`config.mk`:
```
export PLATFORM = sky130hd
export DESIGN_NAME = round_robin_thread_scheduler
export DESIGN_NICKNAME = d
export VERILOG_FILES = /design/src/rtl/rrts_pkg.sv /design/src/rtl/round_robin_thread_scheduler.sv /design/src/rtl/rrts_ram.sv /design/src/rtl/rrts_seq.sv
export SDC_FILE = /design/constraint.sdc
export NUM_CORES = 1
export LEC_CHECK = 0
export BUFFER_PORTS_ARGS = -buffer_cell sky130_fd_sc_hd__buf_2
export CAP_MARGIN = 20
export CORE_ASPECT_RATIO = 0.75
export CORE_MARGIN = 1
export CORE_UTILIZATION = 50
export DETAILED_ROUTE_END_ITERATION = 8
export GPL_TIMING_DRIVEN = 0
export PLACE_DENSITY = 0.71
export SYNTH_ARGS = -nofsm -noshare
export SYNTH_HDL_FRONTEND = slang
export SYNTH_SLANG_ARGS = --single-unit
```
`constraint.sdc`:
```
create_clock -name clock -period 4.8 [get_ports clock]
set_input_delay 1.2 -clock clock [delete_from_list [all_inputs] [get_ports clock]]
set_output_delay 1.2 -clock clock [all_outputs]
set_load 0.02 [all_outputs]
```
`src/rtl/rrts_pkg.sv`:
```
// Shared types and reset constants of the round-robin thread scheduler.
`timescale 1ns / 1ps
`default_nettype none

package rrts_pkg;

   // Field widths of the request, response and register ports
   localparam int TID_W    = 4;
   localparam int QID_W    = 2;
   localparam int FUNC_W   = 3;
   localparam int WOKEN_W  = 5;
   localparam int STATUS_W = 3;

   // Register values after reset
   localparam logic [TID_W-1:0] IDLE_RESET = 4'd1;
   localparam logic [TID_W-1:0] BOOT_RESET = 4'd0;

   // Fields of one request
   typedef struct packed {
      logic [FUNC_W-1:0] func;
      logic [TID_W-1:0]  thread_id;
      logic [QID_W-1:0]  queue_id;
   } req_type;

   // Fields of one response, with its strobe
   typedef struct packed {
      logic                valid;
      logic [TID_W-1:0]    running_thread;
      logic [TID_W-1:0]    previous_thread;
      logic                switched;
      logic [WOKEN_W-1:0]  woken_count;
      logic [STATUS_W-1:0] status;
   } rsp_type;

   // Register values in effect, and a restart pulse on any register write
   typedef struct packed {
      logic             restart;
      logic [TID_W-1:0] idle;
      logic [TID_W-1:0] boot;
   } cfg_type;

endpackage

`default_nettype wire

```
`src/rtl/round_robin_thread_scheduler.sv`:
```
// Top level of the round-robin thread scheduler: registers, memories and sequencer.
//
// One request is taken when start is high and busy is low; its response appears
// on the rsp_ ports for exactly one cycle with rsp_valid high and must be taken
// then. Busy drops in the response cycle, so the next request may be issued
// there. Make ready, unused codes and failed checks end after decode; yield, block
// and exit may pass over idle, push it back and, for yield, push the previous one;
// wake one moves a thread and, if more wait, writes the new wait queue head; wake
// all repeats both steps until the queue is empty. The steps follow the link
// memory, a one-write, one-read RAM with a registered read: each list step is a
// dependent read and each run queue append is one write. Writing either register
// restarts the scheduler as at reset in the same cycle, with no clearing pass.
`timescale 1ns / 1ps
`default_nettype none

module round_robin_thread_scheduler #(
   parameter int NUM_THREADS     = 16,
   parameter int NUM_WAIT_QUEUES = 4
) (
   input  wire logic                              clock,
   input  wire logic                              reset,
   input  wire logic                              start,
   output logic                                   busy,
   input  wire logic [rrts_pkg::FUNC_W-1:0]       req_func,
   input  wire logic [rrts_pkg::TID_W-1:0]        req_thread_id,
   input  wire logic [rrts_pkg::QID_W-1:0]        req_queue_id,
   output logic                                   rsp_valid,
   output logic [rrts_pkg::TID_W-1:0]             rsp_running_thread,
   output logic [rrts_pkg::TID_W-1:0]             rsp_previous_thread,
   output logic                                   rsp_switched,
   output logic [rrts_pkg::WOKEN_W-1:0]           rsp_woken_count,
   output logic [rrts_pkg::STATUS_W-1:0]          rsp_status,
   input  wire logic                              csr_we,
   input  wire logic                              csr_index,
   input  wire logic [rrts_pkg::TID_W-1:0]        csr_data
);

   localparam int TW = $clog2(NUM_THREADS);
   localparam int QW = (NUM_WAIT_QUEUES > 1) ? $clog2(NUM_WAIT_QUEUES) : 1;

   // Register indexes
   localparam logic CSR_IDLE = 1'b0;
   localparam logic CSR_BOOT = 1'b1;

   logic [rrts_pkg::TID_W-1:0] idle_ff, idle_in;
   logic [rrts_pkg::TID_W-1:0] boot_ff, boot_in;

   rrts_pkg::cfg_type cfg;
   rrts_pkg::req_type req;
   rrts_pkg::rsp_type rsp;

   logic            link_we;
   logic [TW-1:0]   link_waddr;
   logic [TW-1:0]   link_wdata;
   logic [TW-1:0]   link_raddr;
   logic [TW-1:0]   link_rdata;
   logic            wq_we;
   logic [QW-1:0]   wq_addr_w;
   logic [2*TW-1:0] wq_wdata;
   logic [QW-1:0]   wq_addr_r;
   logic [2*TW-1:0] wq_rdata;

   // Decode register writes
   always_comb begin
      idle_in = idle_ff;
      boot_in = boot_ff;
      if (csr_we) begin
         unique case (csr_index)
            CSR_IDLE: idle_in = csr_data;
            CSR_BOOT: boot_in = csr_data;
         endcase
      end
   end

   // Hold the register values
   always_ff @(posedge clock) begin
      if (reset) begin
         idle_ff <= rrts_pkg::IDLE_RESET;
         boot_ff <= rrts_pkg::BOOT_RESET;
      end else begin
         idle_ff <= idle_in;
         boot_ff <= boot_in;
      end
   end

   assign cfg.restart   = csr_we;
   assign cfg.idle      = idle_in;
   assign cfg.boot      = boot_in;

   assign req.func      = req_func;
   assign req.thread_id = req_thread_id;
   assign req.queue_id  = req_queue_id;

   assign rsp_valid           = rsp.valid;
   assign rsp_running_thread  = rsp.running_thread;
   assign rsp_previous_thread = rsp.previous_thread;
   assign rsp_switched        = rsp.switched;
   assign rsp_woken_count     = rsp.woken_count;
   assign rsp_status          = rsp.status;

   // Next-thread links shared by the run queue and the wait queues
   rrts_ram #(
      .WIDTH (TW),
      .DEPTH (NUM_THREADS)
   ) u_link_ram (
      .clock   (clock),
      .wr_en   (link_we),
      .wr_addr (link_waddr),
      .wr_data (link_wdata),
      .rd_addr (link_raddr),
      .rd_data (link_rdata)
   );

   // Head and tail of each wait queue
   rrts_ram #(
      .WIDTH (2 * TW),
      .DEPTH (NUM_WAIT_QUEUES)
   ) u_wait_ram (
      .clock   (clock),
      .wr_en   (wq_we),
      .wr_addr (wq_addr_w),
      .wr_data (wq_wdata),
      .rd_addr (wq_addr_r),
      .rd_data (wq_rdata)
   );

   rrts_seq #(
      .NUM_THREADS     (NUM_THREADS),
      .NUM_WAIT_QUEUES (NUM_WAIT_QUEUES)
   ) u_seq (
      .clock      (clock),
      .reset      (reset),
      .cfg        (cfg),
      .start      (start),
      .req        (req),
      .busy       (busy),
      .rsp        (rsp),
      .link_we    (link_we),
      .link_waddr (link_waddr),
      .link_wdata (link_wdata),
      .link_raddr (link_raddr),
      .link_rdata (link_rdata),
      .wq_we      (wq_we),
      .wq_addr_w  (wq_addr_w),
      .wq_wdata   (wq_wdata),
      .wq_addr_r  (wq_addr_r),
      .wq_rdata   (wq_rdata)
   );

endmodule

`default_nettype wire

```
`src/rtl/rrts_ram.sv`:
```
// Generic single-write, single-read RAM with registered read data.
`timescale 1ns / 1ps
`default_nettype none

module rrts_ram #(
   parameter int WIDTH = 8,
   parameter int DEPTH = 16
) (
   input  wire logic                                   clock,
   input  wire logic                                   wr_en,
   input  wire logic [((DEPTH > 1) ? $clog2(DEPTH) : 1)-1:0] wr_addr,
   input  wire logic [WIDTH-1:0]                       wr_data,
   input  wire logic [((DEPTH > 1) ? $clog2(DEPTH) : 1)-1:0] rd_addr,
   output logic      [WIDTH-1:0]                       rd_data
);

   logic [WIDTH-1:0] mem [DEPTH];

   // Write one entry, read one entry a cycle
   always_ff @(posedge clock) begin
      if (wr_en) begin
         mem[wr_addr] <= wr_data;
      end
      rd_data <= mem[rd_addr];
   end

endmodule

`default_nettype wire

```
`src/rtl/rrts_seq.sv`:
```
// Operation sequencer: run queue and wait queue control over the link and wait memories.
`timescale 1ns / 1ps
`default_nettype none

module rrts_seq #(
   parameter int NUM_THREADS     = 16,
   parameter int NUM_WAIT_QUEUES = 4
) (
   input  wire logic                          clock,
   input  wire logic                          reset,
   input  wire rrts_pkg::cfg_type             cfg,
   input  wire logic                          start,
   input  wire rrts_pkg::req_type             req,
   output logic                               busy,
   output rrts_pkg::rsp_type                  rsp,
   // link memory: one next-thread entry per thread
   output logic                               link_we,
   output logic [$clog2(NUM_THREADS)-1:0]     link_waddr,
   output logic [$clog2(NUM_THREADS)-1:0]     link_wdata,
   output logic [$clog2(NUM_THREADS)-1:0]     link_raddr,
   input  wire logic [$clog2(NUM_THREADS)-1:0] link_rdata,
   // wait memory: head and tail per wait queue
   output logic                               wq_we,
   output logic [((NUM_WAIT_QUEUES > 1) ? $clog2(NUM_WAIT_QUEUES) : 1)-1:0] wq_addr_w,
   output logic [2*$clog2(NUM_THREADS)-1:0]   wq_wdata,
   output logic [((NUM_WAIT_QUEUES > 1) ? $clog2(NUM_WAIT_QUEUES) : 1)-1:0] wq_addr_r,
   input  wire logic [2*$clog2(NUM_THREADS)-1:0] wq_rdata
);

   localparam int TW    = $clog2(NUM_THREADS);
   localparam int QW    = (NUM_WAIT_QUEUES > 1) ? $clog2(NUM_WAIT_QUEUES) : 1;
   localparam int WCW   = $clog2(NUM_THREADS + 1);
   localparam int TID_N = 1 << rrts_pkg::TID_W;
   localparam int QID_N = 1 << rrts_pkg::QID_W;

   // Sequencer states
   localparam logic [2:0] S_IDLE      = 3'd0;
   localparam logic [2:0] S_DEC       = 3'd1;
   localparam logic [2:0] S_E2        = 3'd2;
   localparam logic [2:0] S_PUSH_IDLE = 3'd3;
   localparam logic [2:0] S_PUSH_PREV = 3'd4;
   localparam logic [2:0] S_WPOP      = 3'd5;
   localparam logic [2:0] S_WNEXT     = 3'd6;
   localparam logic [2:0] S_DONE      = 3'd7;

   // Operation codes
   localparam logic [rrts_pkg::FUNC_W-1:0] FN_READY   = 3'd0;
   localparam logic [rrts_pkg::FUNC_W-1:0] FN_YIELD   = 3'd1;
   localparam logic [rrts_pkg::FUNC_W-1:0] FN_BLOCK   = 3'd2;
   localparam logic [rrts_pkg::FUNC_W-1:0] FN_WAKE1   = 3'd3;
   localparam logic [rrts_pkg::FUNC_W-1:0] FN_WAKEALL = 3'd4;
   localparam logic [rrts_pkg::FUNC_W-1:0] FN_EXIT    = 3'd5;

   // Status codes
   localparam logic [rrts_pkg::STATUS_W-1:0] ST_OK       = 3'd0;
   localparam logic [rrts_pkg::STATUS_W-1:0] ST_LINKED   = 3'd1;
   localparam logic [rrts_pkg::STATUS_W-1:0] ST_NO_RUN   = 3'd2;
   localparam logic [rrts_pkg::STATUS_W-1:0] ST_IDLE_BLK = 3'd3;
   localparam logic [rrts_pkg::STATUS_W-1:0] ST_WQ_EMPTY = 3'd4;

   // Fold field values into the thread and queue ranges
   logic [TW-1:0] tmod [TID_N];
   logic [QW-1:0] qmod [QID_N];

   genvar g;
   for (g = 0; g < TID_N; g++) begin : g_tmod
      assign tmod[g] = TW'(g % NUM_THREADS);
   end
   for (g = 0; g < QID_N; g++) begin : g_qmod
      assign qmod[g] = QW'(g % NUM_WAIT_QUEUES);
   end

   // Control state
   logic [2:0]             state_ff, state_in;
   logic [TW-1:0]          cur_ff, cur_in;
   logic [TW-1:0]          head_ff, head_in;
   logic [TW-1:0]          tail_ff, tail_in;
   logic                   rne_ff, rne_in;
   logic [NUM_THREADS-1:0] linked_ff, linked_in;
   logic [NUM_WAIT_QUEUES-1:0] wne_ff, wne_in;

   // Per-operation payload
   logic [rrts_pkg::FUNC_W-1:0]   func_ff, func_in;
   logic [TW-1:0]                 tid_ff, tid_in;
   logic [QW-1:0]                 q_ff, q_in;
   logic [TW-1:0]                 prev_ff, prev_in;
   logic [TW-1:0]                 wh_ff, wh_in;
   logic [TW-1:0]                 wt_ff, wt_in;
   logic [WCW-1:0]                woken_ff, woken_in;
   logic [rrts_pkg::STATUS_W-1:0] status_ff, status_in;

   logic                   accept;
   logic [TW-1:0]          idle_t;
   logic [TW-1:0]          start_idle;
   logic [TW-1:0]          start_boot;
   logic [NUM_THREADS-1:0] linked_start;
   logic                   push_en;
   logic [TW-1:0]          push_t;
   logic                   do_pop;
   logic                   skip;
   logic [TW-1:0]          wq_head;
   logic [TW-1:0]          wq_tail;

   assign idle_t  = tmod[cfg.idle];
   assign wq_head = wq_rdata[2*TW-1:TW];
   assign wq_tail = wq_rdata[TW-1:0];
   assign busy    = (state_ff != S_IDLE) && (state_ff != S_DONE);
   assign accept  = start && !busy;

   // Start state: boot running, idle alone on the run queue unless it is boot
   always_comb begin
      start_idle   = reset ? tmod[rrts_pkg::IDLE_RESET] : tmod[cfg.idle];
      start_boot   = reset ? tmod[rrts_pkg::BOOT_RESET] : tmod[cfg.boot];
      linked_start = '0;
      linked_start[start_idle] = (start_boot != start_idle);
   end

   // Next-state logic of the sequencer
   always_comb begin
      state_in   = state_ff;
      cur_in     = cur_ff;
      head_in    = head_ff;
      tail_in    = tail_ff;
      rne_in     = rne_ff;
      linked_in  = linked_ff;
      wne_in     = wne_ff;
      func_in    = func_ff;
      tid_in     = tid_ff;
      q_in       = q_ff;
      prev_in    = prev_ff;
      wh_in      = wh_ff;
      wt_in      = wt_ff;
      woken_in   = woken_ff;
      status_in  = status_ff;
      link_we    = 1'b0;
      link_waddr = tail_ff;
      link_wdata = prev_ff;
      link_raddr = head_ff;
      wq_we      = 1'b0;
      wq_addr_w  = q_ff;
      wq_wdata   = {prev_ff, prev_ff};
      wq_addr_r  = q_ff;
      push_en    = 1'b0;
      push_t     = prev_ff;
      do_pop     = 1'b0;
      skip       = (head_ff == idle_t) && (head_ff != tail_ff);

      unique case (state_ff) inside
         S_IDLE, S_DONE: begin
            // Take a request; fetch its wait queue and the run queue's second entry
            wq_addr_r = qmod[req.queue_id];
            if (accept) begin
               state_in  = S_DEC;
               func_in   = req.func;
               tid_in    = tmod[req.thread_id];
               q_in      = qmod[req.queue_id];
               prev_in   = cur_ff;
               woken_in  = '0;
               status_in = ST_OK;
            end else begin
               state_in = S_IDLE;
            end
         end
         S_DEC: begin
            state_in = S_DONE;
            unique case (func_ff) inside
               FN_READY: begin
                  if (linked_ff[tid_ff]) begin
                     status_in = ST_LINKED;
                  end else begin
                     push_en = 1'b1;
                     push_t  = tid_ff;
                  end
               end
               FN_YIELD: begin
                  // Idle alone on the run queue: nothing to switch to
                  if (linked_ff[prev_ff]) begin
                     status_in = ST_LINKED;
                  end else if (rne_ff &&
                               !((head_ff == idle_t) && (head_ff == tail_ff))) begin
                     do_pop = 1'b1;
                  end
               end
               FN_BLOCK: begin
                  if (prev_ff == idle_t) begin
                     status_in = ST_IDLE_BLK;
                  end else if (linked_ff[prev_ff]) begin
                     status_in = ST_LINKED;
                  end else if (!rne_ff) begin
                     status_in = ST_NO_RUN;
                  end else begin
                     // Append current thread to the wait queue
                     wq_we              = 1'b1;
                     wq_wdata           = {wne_ff[q_ff] ? wq_head : prev_ff, prev_ff};
                     link_we            = wne_ff[q_ff];
                     link_waddr         = wq_tail;
                     link_wdata         = prev_ff;
                     linked_in[prev_ff] = 1'b1;
                     wne_in[q_ff]       = 1'b1;
                     do_pop             = 1'b1;
                  end
               end
               FN_WAKE1, FN_WAKEALL: begin
                  if (!wne_ff[q_ff]) begin
                     status_in = ST_WQ_EMPTY;
                  end else begin
                     wh_in    = wq_head;
                     wt_in    = wq_tail;
                     state_in = S_WPOP;
                  end
               end
               FN_EXIT: begin
                  if (!rne_ff) begin
                     status_in = ST_NO_RUN;
                  end else begin
                     do_pop = 1'b1;
                  end
               end
               default: begin
               end
            endcase

            // Pop the next thread, passing over idle when another one waits
            if (do_pop) begin
               if (skip) begin
                  cur_in                = link_rdata;
                  linked_in[link_rdata] = 1'b0;
                  if (link_rdata == tail_ff) begin
                     rne_in   = 1'b0;
                     state_in = S_PUSH_IDLE;
                  end else begin
                     link_raddr = link_rdata;
                     state_in   = S_E2;
                  end
               end else begin
                  cur_in             = head_ff;
                  linked_in[head_ff] = 1'b0;
                  if (head_ff == tail_ff) begin
                     rne_in = 1'b0;
                  end else begin
                     head_in = link_rdata;
                  end
                  state_in = (func_ff == FN_YIELD) ? S_PUSH_PREV : S_DONE;
               end
            end
         end
         S_E2: begin
            // Third entry becomes the head
            head_in  = link_rdata;
            state_in = S_PUSH_IDLE;
         end
         S_PUSH_IDLE: begin
            push_en  = 1'b1;
            push_t   = idle_t;
            state_in = (func_ff == FN_YIELD) ? S_PUSH_PREV : S_DONE;
         end
         S_PUSH_PREV: begin
            push_en  = 1'b1;
            push_t   = prev_ff;
            state_in = S_DONE;
         end
         S_WPOP: begin
            // Move the wait queue head to the run queue tail
            push_en  = 1'b1;
            push_t   = wh_ff;
            woken_in = woken_ff + WCW'(1);
            if (wh_ff == wt_ff) begin
               wne_in[q_ff] = 1'b0;
               state_in     = S_DONE;
            end else begin
               link_raddr = wh_ff;
               state_in   = S_WNEXT;
            end
         end
         S_WNEXT: begin
            // Advance the wait queue head; wake-one writes it back and stops
            wh_in = link_rdata;
            if (func_ff == FN_WAKE1) begin
               wq_we    = 1'b1;
               wq_wdata = {link_rdata, wt_ff};
               state_in = S_DONE;
            end else begin
               state_in = S_WPOP;
            end
         end
      endcase

      // Append one thread to the run queue; the tail's link lives in head_ff
      if (push_en) begin
         linked_in[push_t] = 1'b1;
         if (rne_ff) begin
            link_we    = 1'b1;
            link_waddr = tail_ff;
            link_wdata = push_t;
            tail_in    = push_t;
         end else begin
            head_in = push_t;
            tail_in = push_t;
            rne_in  = 1'b1;
         end
      end
   end

   // Control registers: restart on reset and on any register write
   always_ff @(posedge clock) begin
      if (reset || cfg.restart) begin
         state_ff  <= S_IDLE;
         cur_ff    <= start_boot;
         head_ff   <= start_idle;
         tail_ff   <= start_idle;
         rne_ff    <= (start_boot != start_idle);
         linked_ff <= linked_start;
         wne_ff    <= '0;
      end else begin
         state_ff  <= state_in;
         cur_ff    <= cur_in;
         head_ff   <= head_in;
         tail_ff   <= tail_in;
         rne_ff    <= rne_in;
         linked_ff <= linked_in;
         wne_ff    <= wne_in;
      end
   end

   // Payload registers
   always_ff @(posedge clock) begin
      func_ff   <= func_in;
      tid_ff    <= tid_in;
      q_ff      <= q_in;
      prev_ff   <= prev_in;
      wh_ff     <= wh_in;
      wt_ff     <= wt_in;
      woken_ff  <= woken_in;
      status_ff <= status_in;
   end

   // Present the response for the one cycle spent in S_DONE
   always_comb begin
      rsp.valid           = (state_ff == S_DONE);
      rsp.running_thread  = rrts_pkg::TID_W'(cur_ff);
      rsp.previous_thread = rrts_pkg::TID_W'(prev_ff);
      rsp.switched        = (cur_ff != prev_ff);
      rsp.woken_count     = rrts_pkg::WOKEN_W'(woken_ff);
      rsp.status          = status_ff;
   end

endmodule

`default_nettype wire

```
==> impl_results.md, run 1 <==
- Final setup TNS: 0 ns
- Hold depth: 2
- Synth top area share: 43.1%
- WL per Instance: around 22 µm
- Worst path cell trace: buf_2 > nor2b_1 > mux2i_2 > a222oi_1 > buf_4 > a31o_2 > a311oi_4 > mux2i_1 > o221ai_1 > nand2_1 > a221o_1 > nand3_1
- Mapped Area: a little over 0.009 mm²
- Post-Syn Instances: between 800 and 900
- Leak Pwr: ~3.5 nW
- Clock Skews: between 0.01 and 0.015 ns
- Final Hold Vio Count: 0
- 1st-iter DRT viols: between 1,000 and 1,500
- Post-Place Cell Area: a little under 0.01 mm²
- Clock Sinks: 181
- Yosys top cell by area: edfxtp_1
- Final Core Density: between 50 and 60%
- Yosys reg bits: around 180
- Peak supply drop: 209 µV
- Commonest non-fill, non-tap cell in the layout: edfxtp_1
- Routed WL: ~27 mm
- Crit path capture type: register
- Worst Reg-to-Reg Cells: 11
- H-tree levels: 4
- Worst skew pair latency: 0.44 ns
- CTS root buffer: clkbuf_16
- Least-Margin Pin Slew: between 1 and 1.5 ns
- Post-synthesis compound-gate area fraction: roughly 17%
- Core area: 0.0179 mm²
- Pwr dens: roughly 370 mW/mm²
- DRT Pass-1 Iters: 5
- P&R area growth vs syn: 12.3%
- Library cells used by synthesis: 65
- Simple-Gate Fraction of Synth Area: 15.3%
- EDFF count, synth: between 100 and 150
- First-pass GRT wire length: roughly 40 mm
- Portion of netlist area occupied by mux cells: between 8 and 9%
- Min-delay worst type: register to register
- Largest family of logic cells by synthesized area: compound AO/OA/AOI/OAI gates
- Routability congestion estimate: between 1 and 1.5
- Async set-reset flop share out of synthesis: 0%
- R2R Setup Slk: between 0.3 and 0.4 ns
- Post-CTS Hold Fix Bufs: 0
- Clock buffer depth: 2
- Final Cell Area: roughly 0.010 mm²
- Dpl ws: -0.626 ns
- Data required, critical path: between 5 and 6 ns
- Synth Area in Adders: less than 1%
- Main synth FF type: edfxtp_1
- Hold Slack: about 0.50 ns
- Period utilisation layout: 97.7%
- Cell Rows: between 40 and 50
- Largest cells by area after synthesis: edfxtp_1 43%, dfxtp_1 10%, mux4_2 4.1%
- CP max FO: 9
- Final setup violating endpoints: 0
- Final slew viol count: 0
- Critical Path Max Stage Delay: just under 0.7 ns
- Final setup margin: 0.111 ns
- GRT Residual Overflow: 0
- Vias/cell: ~6.5
- DRC Markers: 0
- Die Wd: roughly 160 µm
- IO Port Bufs: 36
- Seq/Total Area, Yosys: between 50% and 60%
- Xor-xnor portion of the synthesized cell area: between 1.5 and 2%
- Fin crit period: around 4.7 ns
- Critical path type: input port to register
- Initial Utilization: about half
- Vias in the first global route: ~6,900
- Max Cap Violations: 0
- ANT cells: 0
- CTS buffer count: 17
- Layout cells sized above 1: approximately an eighth
- Largest net degree at the start of global routing: 17
- Dpl hpwl: approximately 20 mm
- Nets: 950
- Max-slew headroom: between 30% and 40%
- Antenna violations before repair: 0
- Worst path slowest cell: mux2i_2
- Status: finished, final reports clean
- Routed Antenna Nets: 0
- Net Count, Synth: between 800 and 900
- Vias: around 7,700
- Clk slew on worst S/H paths: roughly 0.07 ns
- WP data arrival: slightly above 5 ns
- RSZ-0062 raised after global routing: no
- CP delay by family, top: compound AO/OA/AOI/OAI gates
- Synth Warn #: 0
- Chip height: 120 µm
- Die Footprint: 0.0191 mm²
- Peak Freq: about 0.21 GHz
- Reg2reg start: u_seq.tid_ff[0]
- Worst path bufs/invs: 2
- R2R Path End: u_link_ram.mem[10][3]
- Most frequent cells in the layout: 133 x edfxtp_1, 76 x nand2_1, 76 x nor2_1
- Startpoint class of the critical path: input port
- Total GRT Usage: 28.6%
- # IOs: 37
- CTS tree: built
- Mean Syn Cell Area: around 11 µm²
-- area by class of cell --
cell class                      instances  area (µm²)
Buffer                                 55         225
Clock buffer                           22         454
Tap cell                              242         303
Multi-Input combinational cell        610        4030
Inverter                               22        82.6
Fill cell                            1489        7460
Timing Repair Buffer                   44         253
Clock inverter                         10         101
Sequential cell                       181        4950
-- worst max path at each step --
| stage | from | endpoint | slack, ns | depth (start not counted) |
|---|---|---|---|---|
| 2_1_floorplan | csr_index | u_link_ram.rd_data[1] | 0.54 | 12 |
| 3_3_place_gp | csr_index | u_link_ram.rd_data[1] | -0.65 | 12 |
| 3_5_place_dp | csr_index | u_link_ram.rd_data[2] | -0.63 | 12 |
| 4_1_cts | csr_index | u_link_ram.rd_data[2] | 0.007 | 12 |
| 5_1_grt | csr_index | u_link_ram.mem[11][3] | 0.03 | 12 |
| 6_report | csr_index | u_link_ram.rd_data[2] | 0.11 | 12 |
-- registers in the layout, indices dropped and copies added, names as in the netlist, 4 cells and up, named ones only --
| register | count |
|---|---|
| u_seq.wh_ff | 4 |
| u_link_ram.mem | 64 |
| u_seq.cur_ff | 4 |
| idle_ff | 4 |
| u_seq.woken_ff | 5 |
| u_wait_ram.rd_data | 8 |
| u_link_ram.rd_data | 4 |
| boot_ff | 4 |
| u_seq.head_ff | 4 |
| u_seq.tid_ff | 4 |
| u_seq.prev_ff | 4 |
| u_seq.linked_ff | 16 |
| u_seq.wt_ff | 4 |
| u_wait_ram.mem | 32 |
| u_seq.tail_ff | 4 |
-- power by group --
group | total [W] | internal (W) | leakage (nW) | switching [W]
combinational | 0.000676 | 0.000215 | 1.63 | 0.000462
clock | 0.00133 | 0.000734 | 0.262 | 0.000601
sequential | 0.00181 | 0.00175 | 1.63 | 0.0000524
-- per-stage QoR --
stage	std cells	power, W
global route	1186	0.00393
detailed placement	1151	0.00248
global placement	1146	0.00247
CTS	1183	0.00379
floorplan	868	0.00225
finish	1186	0.00382
-- synth_stat cells (all sizes together), types with 3 or more instances --
master and n:
a21oi 57, o22ai 27, a211o 8, a32oi 6, nand2 77, nor3 26, a221o 9, and3 13
nand3 29, dfxtp 48, o221ai 5, buf 5, edfxtp 133, o41ai 6, o21a 5, a311oi 5
or2 4, and2 6, o2bb2ai 3, nand2b 21, a31oi 11, or4 3, a22oi 9, mux2 13
o21ai 51, nand3b 3, o31ai 8, nand4 12, nor2b 6, xnor2 18, clkbuf 50, mux4 17
a21o 3, o211ai 3, nor2 77, a2bb2oi 7, nor4 4, mux2i 26, inv 22, or3 8
-- cell families after synthesis --
kind of cell | after synthesis
flip-flops | 181
AO/OA/AOI/OAI | 240
AND/OR/NAND/NOR | 293
XOR/XNOR | 20
adder cells (fa/ha/maj) | 1
multiplexers | 56
buffers and inverters | 77
-- layer usage --
layer / GRT usage [%] / routed length [µm] / vias to the layer above
li1: - / - / 3464
met1: 43.1 / 11900 / 3636
met2: 38.7 / 10800 / 499
met3: 8.43 / 3280 / 74
met4: 9.07 / 637 / 2
met5: 2.14 / 46 / -
-- worst min-delay path: cells and delay by family, from the launching register on --
| family | cells | cell delay (ns) |
|---|---|---|
| AO/OA/AOI/OAI | 2 | 0.12 |
| flip-flops | 1 | 0.33 |
-- timing repair --
action | CTS | global route
buffers inserted | 0 | 2
gates cloned | 0 | 0
setup endpoints to repair | 4 | 92
pin swaps | 0 | 2
resized for setup | 1 | 8
No activity file was read; power rests on OpenSTA's default activity.
==> inputs of run 2 (changes only) <==
--- a/config.mk
+++ b/config.mk
@@ -9,10 +9,11 @@
 export CAP_MARGIN = 20
 export CORE_ASPECT_RATIO = 0.75
 export CORE_MARGIN = 1
-export CORE_UTILIZATION = 50
+export CORE_UTILIZATION = 62
+export CTS_CLUSTER_SIZE = 30
 export DETAILED_ROUTE_END_ITERATION = 8
 export GPL_TIMING_DRIVEN = 0
-export PLACE_DENSITY = 0.71
+export PLACE_DENSITY = 0.84
 export SYNTH_ARGS = -nofsm -noshare
 export SYNTH_HDL_FRONTEND = slang
 export SYNTH_SLANG_ARGS = --single-unit
==> run 2 against run 1 <==
Clock power about the same. Sequential share of layout area rose by 0.25 points. Register-to-register slack got worse by 0.10 ns. First-iteration DRC count up 2.7%. Hold slack lost 0.0027 ns. Critical endpoint is now u_link_ram.mem[8][0]. Largest power group unchanged.
==> impl_results.md, run 2 (synthesized netlist as in run 1, its figures left out) <==
- First-pass GRT wire length: between 40 and 50 mm
- Leak Pwr: 3.53 nW
- Vias in the first global route: between 7,000 and 8,000
- Post-CTS Hold Fix Bufs: 0
- Layout cells sized above 1: roughly an eighth
- Total GRT Usage: a little under two fifths
- Routed wl met3: between 3 and 4 mm
- Status: finished, final reports clean
- DRT met1 WL: about 11 mm
- Chip height: 108 µm
- Highest routed layer: met4
- ANT cells: 0
- Top Registers: u_link_ram.mem x64, u_wait_ram.mem x32, u_seq.linked_ff x16
- Vias/cell: between 6 and 7
- Commonest non-fill, non-tap cell in the layout: edfxtp_1
- Critical path type: input port to register
- Max-slew headroom: a little over a third
- Data required, critical path: roughly 5 ns
- # fillers: 1,070
- Clock Skews: 0.0144 ns
- Least-Margin Pin Slew: a little over 0.9 ns
- DRT Pass-1 Iters: 5
- DRC Markers: 0
- CTS tree: built
- Routed WL: about 27 mm
- Fin crit period: between 4 and 5 ns
- Final setup violating endpoints: 0
- Register area: roughly 0.0050 mm²
- Final Hold Vio Count: 0
- Die Wd: around 140 µm
- Worst path cell trace: buf_2 > nand2b_1 > buf_6 > mux2i_2 > o22ai_1 > or4_1 > and2_1 > nand4_1 > clkbuf_1 > nor3b_1 > a31oi_1 > nor2_1
- CP max FO: 10
- Largest net degree at the start of global routing: 18
- 1st-iter DRT viols: 1,106
- IO Port Bufs: 36
- Clk slew on worst S/H paths: roughly 0.07 ns
- Routability congestion estimate: between 1 and 1.5
- Antenna violations before repair: 0
- H-tree levels: 4
- WP data arrival: approximately 4.8 ns
- Core area: 0.0145 mm²
- P&R area growth vs syn: 11.8%
- Startpoint class of the critical path: input port
- Final setup TNS: 0 ns
- Top reg by flops: u_link_ram.mem
- Total power: around 0.0038 W
- Peak supply drop: between 200 and 250 µV
- Metal2 WL: 11.7 mm
- Cell Rows: 38
- Final slew viol count: 0
- Worst path slowest cell: or4_1
- Period utilisation layout: a little over nine tenths
- Critical Path Max Stage Delay: roughly 0.64 ns
- CTS buffer count: 17
- Dpl ws: -0.420 ns
- Pwr dens: 369 mW/mm²
- GRT Residual Overflow: 0
- Clock Sinks: around 180
- Vias: approximately 7,900
- Final setup margin: about 0.14 ns
- CTS root buffer: clkbuf_16
- Min-delay worst type: register to register
- Largest register FFs: 64
- Routed Antenna Nets: 0
- Clock buffer depth: 2
- Die Footprint: about 0.015 mm²
- Most frequent cells in the layout: 133 x edfxtp_1, 76 x nand2_1, 76 x nor2_1
- WL per Instance: 23.8 µm
- Footprint of the multi-input gates: 0.00401 mm²
- # IOs: 37
- Initial Utilization: 63.9%
- Peak Freq: approximately 0.21 GHz
- Crit path capture type: register
- Worst skew pair latency: about 0.45 ns
- Nets: 951
- Dpl hpwl: approximately 20 mm
- Max Cap Violations: 0
## run 2: what timing repair did
action	4_1_cts	5_1_grt
pin swaps	0	2
setup endpoints to repair	1	88
setup buffers	0	3
resized for setup	1	5
gates cloned	0	0
## run 2: final timing paths
kind                   start                     to  slack (ns)  cells past startpoint
min          u_seq.cur_ff[3]       u_seq.prev_ff[3]        0.50                      0
max                csr_index   u_link_ram.mem[8][0]        0.14                     12
min reg2reg  u_seq.cur_ff[3]       u_seq.prev_ff[3]        0.50                      0
max reg2reg  u_seq.tid_ff[0]  u_link_ram.mem[14][2]        0.24                     11
## run 2: worst max-delay path, delay by kind of cell
kind,cells,cell delay (ns)
AOI/OAI and AO/OA,2,0.66
buffers and inverters,3,0.78
muxes,1,0.48
and+or+nand+nor,6,1.67
## run 2: metrics by stage
| stage | hold slack [ns] | utilization, % | instance area, µm² | cells |
|---|---|---|---|---|
| 5_1_grt | 0.510 | 71.4 | 10300 | 1145 |
| 3_5_place_dp | 0.482 | 67.2 | 9750 | 1110 |
| 4_1_cts | 0.492 | 71.1 | 10300 | 1142 |
| 3_3_place_gp | 0.470 | 66.8 | 9690 | 1104 |
| 6_report | 0.497 | 71.4 | 10300 | 1145 |
| 2_1_floorplan | 0.408 | - | 9260 | 868 |
## run 2: routing by layer
layer	up-vias	GRT usage (%)
met5	-	0
met4	0	15.1
met3	81	11.3
met2	583	53.3
met1	3740	52.0
li1	3454	-
## run 2: layout make-up
cell class                      count  area share [%]
Sequential cell                   181            47.9
Multi-Input combinational cell    610            38.8
Clock buffer                       18            4.24
Timing Repair Buffer               45            2.54
Tap cell                          200            2.42
Buffer                             55            2.18
Clock inverter                     14            1.17
Inverter                           22           0.798
## run 2: power breakdown
| part | internal [W] | switching, W |
|---|---|---|
| Clock | 0.000692 | 0.000647 |
| Combinational | 0.000214 | 0.000462 |
| Sequential | 0.00175 | 0.0000547 |
